$ cat config.mk
export PLATFORM = sky130hd
export DESIGN_NAME = rscc_ctrl
export DESIGN_NICKNAME = d
export VERILOG_FILES = /design/src/hdl/rscc_pkg.sv /design/src/hdl/rscc_ctrl.sv
export SDC_FILE = /design/constraint.sdc
export NUM_CORES = 1
export LEC_CHECK = 0
export BUFFER_PORTS_ARGS = -buffer_cell sky130_fd_sc_hd__buf_4
export CAP_MARGIN = 20
export CORE_ASPECT_RATIO = 1.4
export CORE_MARGIN = 3
export CORE_UTILIZATION = 45
export CTS_BUF_LIST = sky130_fd_sc_hd__clkbuf_4
export DETAILED_ROUTE_END_ITERATION = 10
export PLACE_DENSITY = 0.73
export SYNTH_ARGS = -nofsm -noshare
export SYNTH_HDL_FRONTEND = slang
export SYNTH_SLANG_ARGS = --single-unit
$ cat constraint.sdc
create_clock -name clk -period 2.46 [get_ports clk]
set_input_delay 0.492 -clock clk [delete_from_list [all_inputs] [get_ports clk]]
set_output_delay 0.492 -clock clk [all_outputs]
set_load 0.005 [all_outputs]
$ cat src/hdl/rscc_pkg.sv
// types, codes and command/status structs for the rectangle clearance checker
// used by the datapath, controller, top level and bench; depends on nothing
`timescale 1ns / 1ps

package rscc_pkg;

	localparam int unsigned DW = 32;

	// register indexes of the configuration port
	localparam logic [2:0] REG_X_MIN = 3'd0;
	localparam logic [2:0] REG_Y_MIN = 3'd1;
	localparam logic [2:0] REG_X_MAX = 3'd2;
	localparam logic [2:0] REG_Y_MAX = 3'd3;
	localparam logic [2:0] REG_MODE  = 3'd4;

	// job numbering: corners against the segment, then endpoints against edges
	localparam logic [3:0] FIRST_JOB   = 4'd0;
	localparam logic [3:0] LAST_CORNER = 4'd3;
	localparam logic [3:0] FIRST_EDGE  = 4'd4;
	localparam logic [3:0] LAST_JOB    = 4'd11;

	// multiplier operand select
	localparam logic [2:0] MS_DXUX = 3'd0;
	localparam logic [2:0] MS_DYUY = 3'd1;
	localparam logic [2:0] MS_DXDX = 3'd2;
	localparam logic [2:0] MS_DYDY = 3'd3;
	localparam logic [2:0] MS_EXEX = 3'd4;
	localparam logic [2:0] MS_EYEY = 3'd5;

	// accumulator operations
	localparam logic [2:0] ACC_NONE    = 3'd0;
	localparam logic [2:0] ACC_DOT_LD  = 3'd1;
	localparam logic [2:0] ACC_DOT_ADD = 3'd2;
	localparam logic [2:0] ACC_LEN_LD  = 3'd3;
	localparam logic [2:0] ACC_LEN_ADD = 3'd4;
	localparam logic [2:0] ACC_SQ_LD   = 3'd5;
	localparam logic [2:0] ACC_SQ_ADD  = 3'd6;

	// nearest point picks
	localparam logic [1:0] PICK_NONE = 2'd0;
	localparam logic [1:0] PICK_A    = 2'd1;
	localparam logic [1:0] PICK_B    = 2'd2;

	// result kinds
	localparam logic [1:0] KIND_CLEAR   = 2'd0;
	localparam logic [1:0] KIND_DEGEN   = 2'd1;
	localparam logic [1:0] KIND_INVALID = 2'd2;
	localparam logic [1:0] KIND_DIST    = 2'd3;

	typedef struct packed {
		logic                 operation;
		logic signed [DW-1:0] start_x;
		logic signed [DW-1:0] start_y;
		logic signed [DW-1:0] end_x;
		logic signed [DW-1:0] end_y;
		logic signed [DW-1:0] margin;
	} item_t;

	typedef struct packed {
		logic                 is_valid;
		logic signed [DW-1:0] distance;
		logic                 degenerate;
	} res_t;

	typedef struct packed {
		logic signed [DW-1:0] x_min;
		logic signed [DW-1:0] y_min;
		logic signed [DW-1:0] x_max;
		logic signed [DW-1:0] y_max;
		logic                 obstacle;
	} cfg_t;

	typedef struct packed {
		logic       latch_in;
		logic       clr1;
		logic       clr2;
		logic       init;
		logic       region;
		logic       load_job;
		logic [3:0] job;
		logic [2:0] msel;
		logic [2:0] acc;
		logic [1:0] pick;
		logic       scale_start;
		logic       scale_y;
		logic       take_x;
		logic       take_y;
		logic       chk_box;
		logic       load_e;
		logic       sqrt_start;
		logic       take_root;
		logic       out_load;
		logic [1:0] kind;
	} cmd_t;

	typedef struct packed {
		logic op;
		logic degen;
		logic obstacle;
		logic ok;
		logic dot_le0;
		logic dot_ge;
		logic scale_done;
		logic sqrt_done;
	} sts_t;

endpackage

$ cat src/hdl/rscc_ctrl.sv
// controller: sequences the clearance query, up to twelve distance jobs and the output handshake
// uses rscc_pkg; drives the datapath by cmd_t and reads sts_t
`timescale 1ns / 1ps

module rscc_ctrl (
	input  logic           clk,
	input  logic           arst_n,
	input  logic           in_valid,
	output logic           in_ready,
	output logic           out_valid,
	input  logic           out_ready,
	output rscc_pkg::cmd_t cmd,
	input  rscc_pkg::sts_t sts
);
	import rscc_pkg::*;

	localparam logic [4:0] ST_IDLE = 5'd0;
	localparam logic [4:0] ST_OP   = 5'd1;
	localparam logic [4:0] ST_CLR1 = 5'd2;
	localparam logic [4:0] ST_CLR2 = 5'd3;
	localparam logic [4:0] ST_SEG  = 5'd4;
	localparam logic [4:0] ST_RCHK = 5'd5;
	localparam logic [4:0] ST_DIFF = 5'd6;
	localparam logic [4:0] ST_M1   = 5'd7;
	localparam logic [4:0] ST_M2   = 5'd8;
	localparam logic [4:0] ST_M3   = 5'd9;
	localparam logic [4:0] ST_M4   = 5'd10;
	localparam logic [4:0] ST_M5   = 5'd11;
	localparam logic [4:0] ST_CLS  = 5'd12;
	localparam logic [4:0] ST_SCX  = 5'd13;
	localparam logic [4:0] ST_SCXW = 5'd14;
	localparam logic [4:0] ST_SCY  = 5'd15;
	localparam logic [4:0] ST_SCYW = 5'd16;
	localparam logic [4:0] ST_NEAR = 5'd17;
	localparam logic [4:0] ST_EDIF = 5'd18;
	localparam logic [4:0] ST_Q1   = 5'd19;
	localparam logic [4:0] ST_Q2   = 5'd20;
	localparam logic [4:0] ST_Q3   = 5'd21;
	localparam logic [4:0] ST_SQ   = 5'd22;
	localparam logic [4:0] ST_SQW  = 5'd23;
	localparam logic [4:0] ST_NEXT = 5'd24;
	localparam logic [4:0] ST_FIN  = 5'd25;

	logic [4:0] state_q, state_d;
	logic [3:0] job_q, job_d;
	logic [1:0] kind_q, kind_d;
	logic       out_valid_q;

	always_comb begin
		state_d  = state_q;
		job_d    = job_q;
		kind_d   = kind_q;
		cmd      = '0;
		cmd.msel = MS_DXUX;
		cmd.acc  = ACC_NONE;
		cmd.pick = PICK_NONE;
		cmd.job  = job_q;
		cmd.kind = kind_q;
		in_ready = 1'b0;
		unique case (state_q)
			ST_IDLE: begin
				in_ready = 1'b1;
				if (in_valid) begin
					cmd.latch_in = 1'b1;
					state_d      = ST_OP;
				end
			end
			ST_OP:   state_d = sts.op ? ST_CLR1 : ST_SEG;
			ST_CLR1: begin
				cmd.clr1 = 1'b1;
				state_d  = ST_CLR2;
			end
			ST_CLR2: begin
				cmd.clr2 = 1'b1;
				kind_d   = KIND_CLEAR;
				state_d  = ST_FIN;
			end
			ST_SEG: begin
				if (sts.degen) begin
					kind_d  = KIND_DEGEN;
					state_d = ST_FIN;
				end else begin
					cmd.init   = 1'b1;
					cmd.region = !sts.obstacle;
					job_d      = FIRST_JOB;
					state_d    = sts.obstacle ? ST_DIFF : ST_RCHK;
				end
			end
			ST_RCHK: begin
				if (sts.ok) begin
					job_d   = FIRST_EDGE;
					state_d = ST_DIFF;
				end else begin
					kind_d  = KIND_INVALID;
					state_d = ST_FIN;
				end
			end
			ST_DIFF: begin
				cmd.load_job = 1'b1;
				state_d      = ST_M1;
			end
			ST_M1: begin
				cmd.msel = MS_DXUX;
				state_d  = ST_M2;
			end
			ST_M2: begin
				cmd.msel = MS_DYUY;
				cmd.acc  = ACC_DOT_LD;
				state_d  = ST_M3;
			end
			ST_M3: begin
				cmd.msel = MS_DXDX;
				cmd.acc  = ACC_DOT_ADD;
				state_d  = ST_M4;
			end
			ST_M4: begin
				cmd.msel = MS_DYDY;
				cmd.acc  = ACC_LEN_LD;
				state_d  = ST_M5;
			end
			ST_M5: begin
				cmd.acc = ACC_LEN_ADD;
				state_d = ST_CLS;
			end
			ST_CLS: begin
				if (sts.dot_le0) begin
					cmd.pick = PICK_A;
					state_d  = ST_NEAR;
				end else if (sts.dot_ge) begin
					cmd.pick = PICK_B;
					state_d  = ST_NEAR;
				end else begin
					state_d = ST_SCX;
				end
			end
			ST_SCX: begin
				cmd.scale_start = 1'b1;
				state_d         = ST_SCXW;
			end
			ST_SCXW: begin
				cmd.take_x = 1'b1;
				if (sts.scale_done)
					state_d = ST_SCY;
			end
			ST_SCY: begin
				cmd.scale_start = 1'b1;
				cmd.scale_y     = 1'b1;
				state_d         = ST_SCYW;
			end
			ST_SCYW: begin
				cmd.take_y = 1'b1;
				if (sts.scale_done)
					state_d = ST_NEAR;
			end
			ST_NEAR: begin
				cmd.chk_box = (job_q <= LAST_CORNER);
				state_d     = ST_EDIF;
			end
			ST_EDIF: begin
				cmd.load_e = 1'b1;
				state_d    = ST_Q1;
			end
			ST_Q1: begin
				cmd.msel = MS_EXEX;
				state_d  = ST_Q2;
			end
			ST_Q2: begin
				cmd.msel = MS_EYEY;
				cmd.acc  = ACC_SQ_LD;
				state_d  = ST_Q3;
			end
			ST_Q3: begin
				cmd.acc = ACC_SQ_ADD;
				state_d = ST_SQ;
			end
			ST_SQ: begin
				cmd.sqrt_start = 1'b1;
				state_d        = ST_SQW;
			end
			ST_SQW: begin
				cmd.take_root = 1'b1;
				if (sts.sqrt_done)
					state_d = ST_NEXT;
			end
			ST_NEXT: begin
				if ((job_q == LAST_CORNER) && !sts.ok) begin
					kind_d  = KIND_INVALID;
					state_d = ST_FIN;
				end else if (job_q == LAST_JOB) begin
					kind_d  = KIND_DIST;
					state_d = ST_FIN;
				end else begin
					job_d   = job_q + 4'd1;
					state_d = ST_DIFF;
				end
			end
			ST_FIN: begin
				if (!out_valid_q || out_ready) begin
					cmd.out_load = 1'b1;
					state_d      = ST_IDLE;
				end
			end
			default: state_d = ST_IDLE;
		endcase
	end

	always_ff @(posedge clk or negedge arst_n) begin
		if (!arst_n) begin
			state_q     <= ST_IDLE;
			job_q       <= FIRST_JOB;
			kind_q      <= KIND_INVALID;
			out_valid_q <= 1'b0;
		end else begin
			state_q <= state_d;
			job_q   <= job_d;
			kind_q  <= kind_d;
			if (cmd.out_load)
				out_valid_q <= 1'b1;
			else if (out_ready)
				out_valid_q <= 1'b0;
		end
	end

	assign out_valid = out_valid_q;

`ifndef SYNTHESIS
	a_accept_starts: assert property (@(posedge clk) disable iff (!arst_n)
		in_valid && (state_q == ST_IDLE) |=> state_q == ST_OP)
		else $error("accepted item did not start work");
	a_result_from_fin: assert property (@(posedge clk) disable iff (!arst_n)
		$rose(out_valid_q) |-> $past(state_q) == ST_FIN)
		else $error("answer appeared outside finish");
	a_job_range: assert property (@(posedge clk) disable iff (!arst_n)
		state_q != ST_IDLE |-> job_q <= LAST_JOB)
		else $error("job index out of range");
	a_scale_follow: assert property (@(posedge clk) disable iff (!arst_n)
		(state_q == ST_SCXW || state_q == ST_SCYW) && sts.scale_done
		|=> state_q == ST_SCY || state_q == ST_NEAR)
		else $error("scale result not taken");
`endif

endmodule

==> flow_summary_export.csv <==
group,metric,value,unit
power_and_ir_drop,ir_drop,0.7195,mV
drt,first_pass_iters,4,
grt,met2_usage,39.38,%
setup_path,end_kind,"primary output",
setup_path,required,1970,ps
clock_network,cts_sinks,12,
clock_network,clkTransAtPathRegs,80,ps
placed_design,gp_congestion,0.9294,
setup_path,critPathMaxFanout,20,
synthesis,synthMuxAreaShare,0.9063,%
drt,viasPerCell,6.013,
sta,maxSlewViolCount,0,
drt,wl_per_cell,16.49,um
clock_network,clock_path_buffers,2,
synthesis,yosys_warnings,0,
power_and_ir_drop,power_density,1091,nW/um2
clock_network,tritoncts,"done",
min_path,min_path_type,"in2async",
synthesis,synth_cells,166,
final_layout,insertedDiodeCount,0,
floorplanning,die_area,3436,um2
synthesis,ys_types,56,
drt,drcViolationCount,0,
floorplanning,die_w,50.41,um
drt,ant_nets,0,
final_layout,drive_gt1_share,33.17,%
setup_path,r2r-end,"kind_q[1]$_DFFE_PN1P_",
floorplanning,die_y,68.17,um
synthesis,synth_edf_count,0,
placed_design,dp_hpwl,2.948,mm
setup_path,worstReg2RegStart,"state_q[2]$_DFFE_PN0P_",
synthesis,synth-xor-area-share,1.410,%
setup_path,worstPathArrival,1820,ps
power_and_ir_drop,leakagePower,0.6911,nW
grt,grt.busiest_layer,"met2",
grt,grt_pass1_vias,1324,
clock_network,ctsHtreeMaxLevel,1,
outcome,status,"complete, no violations",
synthesis,ys_seq_area_share,24.27,%
synthesis,yosys.area_share.adder,1.007,%
clock_network,insertion_delay,280,ps
synthesis,synthSimpleGateAreaFrac,39.27,%
floorplanning,coreArea,2522,um2
grt,overflow,0,
synthesis,async_flop_share,100.0,%
sta,fin_crit,2308,ps
flow_run,max_cap_violations,0,
final_layout,fin_util,63.05,%
drt,vias,1419,
final_layout,syn2layout_area_growth,28.00,%
sta,min_period_over_period,93.84,%
clock_network,cts_hold_buf,0,
sta,relSlewSlack,61.66,%
floorplanning,rows,21,
setup_path,ff2ff_setup_slack,390,ps
placed_design,port_buffers,42,
drt,drt_iter0_drc,52,
sta,clock-skew-final,0.8673,ps
grt,grt_antenna_before_repair,0,
setup_path,r2r_cells,6,
clock_network,post_cts_buffers,0,
synthesis,synthFlopType,"dfrtp_1",
sta,clock.fmax,433.2,MHz
clock_network,cts_inserted_buffers,3,
sta,final_hold_viol_count,0,
grt,grt_max_degree,24,
setup_path,worstSetupPathType,"reg2out",
sta,rsz0062_at_grt,"false",
sta,max_slew.worst_pin.slew,573.9,ps
setup_path,crit_path_start_kind,"register",
synthesis,synth_fp_nets,179,
grt,grt_pass1_wl,6.072,mm
setup_path,crit_end,"cmd[25]",
final_layout,nNetsFinal,216,
synthesis,synth_top_family_by_area,"simple AND/OR/NAND/NOR gates",
synthesis,synth.avg_cell_area,7.485,um2
synthesis,synth_compound_area_share,25.58,%
final_layout,fill_cells,255,
setup_path,startpoint,"state_q[3]$_DFFE_PN0P_",
grt,met1_usage,27.03,%
clock_network,cts_root_buf,"clkbuf_4",
synthesis,netlist_area,1242,um2
drt,drt_wl_total,3.892,mm
floorplanning,start_util,49.26,%
sta,setup_viol,0,
grt,grt_usage,23.11,%
clock_network,cts_resized,0,
grt,grtUsageMet3,5.229,%
synthesis,ys_ff_latch,12,
floorplanning,num_io_pins,43,
sta,setup_tns,0,ps
==> cells in the mapped netlist, types with 2 or more instances <==
master,count,share of area [%]
dfrtp_1,11,22
o21ai_0,11,4.4
and3_1,2,1.0
a31oi_1,2,1.0
nor3_2,2,1.6
nor4_1,5,2.5
a211oi_1,2,1.2
nand2b_1,5,2.5
a21oi_1,9,3.6
nand3_1,4,1.6
clkbuf_1,7,2.1
or3_1,2,1.0
buf_6,2,1.8
o211ai_1,2,1.2
a211o_1,2,1.4
inv_1,5,1.5
o21ai_2,5,3.5
nand3b_1,4,2.4
nor2b_1,6,3.0
nor3_1,10,4.0
a21o_1,2,1.2
nand2_1,14,4.2
buf_2,2,0.81
nand4_1,2,1.0
xor2_1,2,1.4
nor2_1,16,4.8
==> worst min path at each step <==
stage               startpoint                    end  slack (ps)  cells after the start
finish                  arst_n  kind_q[0]$_DFFE_PN0P_          40                      1
global route            arst_n  kind_q[0]$_DFFE_PN0P_          30                      1
CTS                     arst_n  kind_q[0]$_DFFE_PN0P_          30                      1
detailed placement      arst_n  kind_q[0]$_DFFE_PN0P_         340                      1
global placement        arst_n  out_valid$_DFFE_PN0P_         340                      1
floorplan               arst_n   job_q[0]$_DFFE_PN0P_         200                      0
==> area by class of cell <==
type,count,area [um2],share of cell area [%]
clock buffer,3,22.52,1.416
inverter,5,18.77,1.180
clock inverter,1,3.754,0.2360
timing repair buffer,46,345.3,21.72
multi-input combinational,135,853.3,53.66
tap,34,42.54,2.675
sequential,12,304.0,19.12
==> power by group <==
part / total [mW] / internal, mW / leakage (nW) / switching (mW)
combinational: 1.17 / 0.519 / 0.529 / 0.649
clock: 0.133 / 0.0589 / 0.0154 / 0.0741
sequential: 0.434 / 0.292 / 0.147 / 0.142
total: 1.73 / 0.870 / 0.691 / 0.865
==> registers in the layout, summed over array words and instances (netlist names) <==
register	flops
state_q	5
job_q	4
kind_q	2
out_valid	1
==> worst max-delay path, stage by stage, from the launching register on <==
cell	delay [ps]
dfrtp_2	530
or3b_1	520
nor3_2	300
buf_4	180
==> through the flow <==
step	cell area [um2]	std cells	power [mW]	setup WS, ps	hold slack [ps]
after floorplan	1242	166	1.205	519.0	196.4
after global placement	1555	232	1.551	381.8	340.6
after detailed placement	1555	232	1.578	325.3	342.8
after CTS	1582	236	1.712	15.10	33.58
after global routing	1590	236	1.861	79.43	27.28
final	1590	236	1.735	151.6	37.31
==> metal layers <==
| metal | wire (um) | vias up |
|---|---|---|
| met4 | 161 | 0 |
| met2 | 1833 | 81 |
| li1 | - | 681 |
| met3 | 300 | 17 |
| met1 | 1596 | 640 |
| met5 | 0 | - |
==> layout by cell type (no fill, tap or decap), drive strengths merged, types with 2 or more instances in the layout <==
cell type  instances
nand3b             4
nor3              12
or3                2
nor4               5
nand2             14
nand4              2
nor2b              6
a31oi              2
a211o              2
a21oi              9
o211ai             3
a21o               2
and2               2
o21ai             17
a211oi             2
nand3              4
buf               46
and3               2
nand2b             5
xor2               2
clkbuf             3
dfrtp             11
inv                5
or4                2
nor2              17
==> cell families (layout without fill, tap and decap cells) <==
family	count (synthesis)	count (layout)
muxes	1	1
xor gates and xnor gates	2	2
buffers and inverters	19	55
DFF	12	12
AOI/OAI and AO/OA	45	45
adders and majority gates	1	1
and+or+nand+nor	86	86
Note: power is estimated with default switching activity, not from simulation.
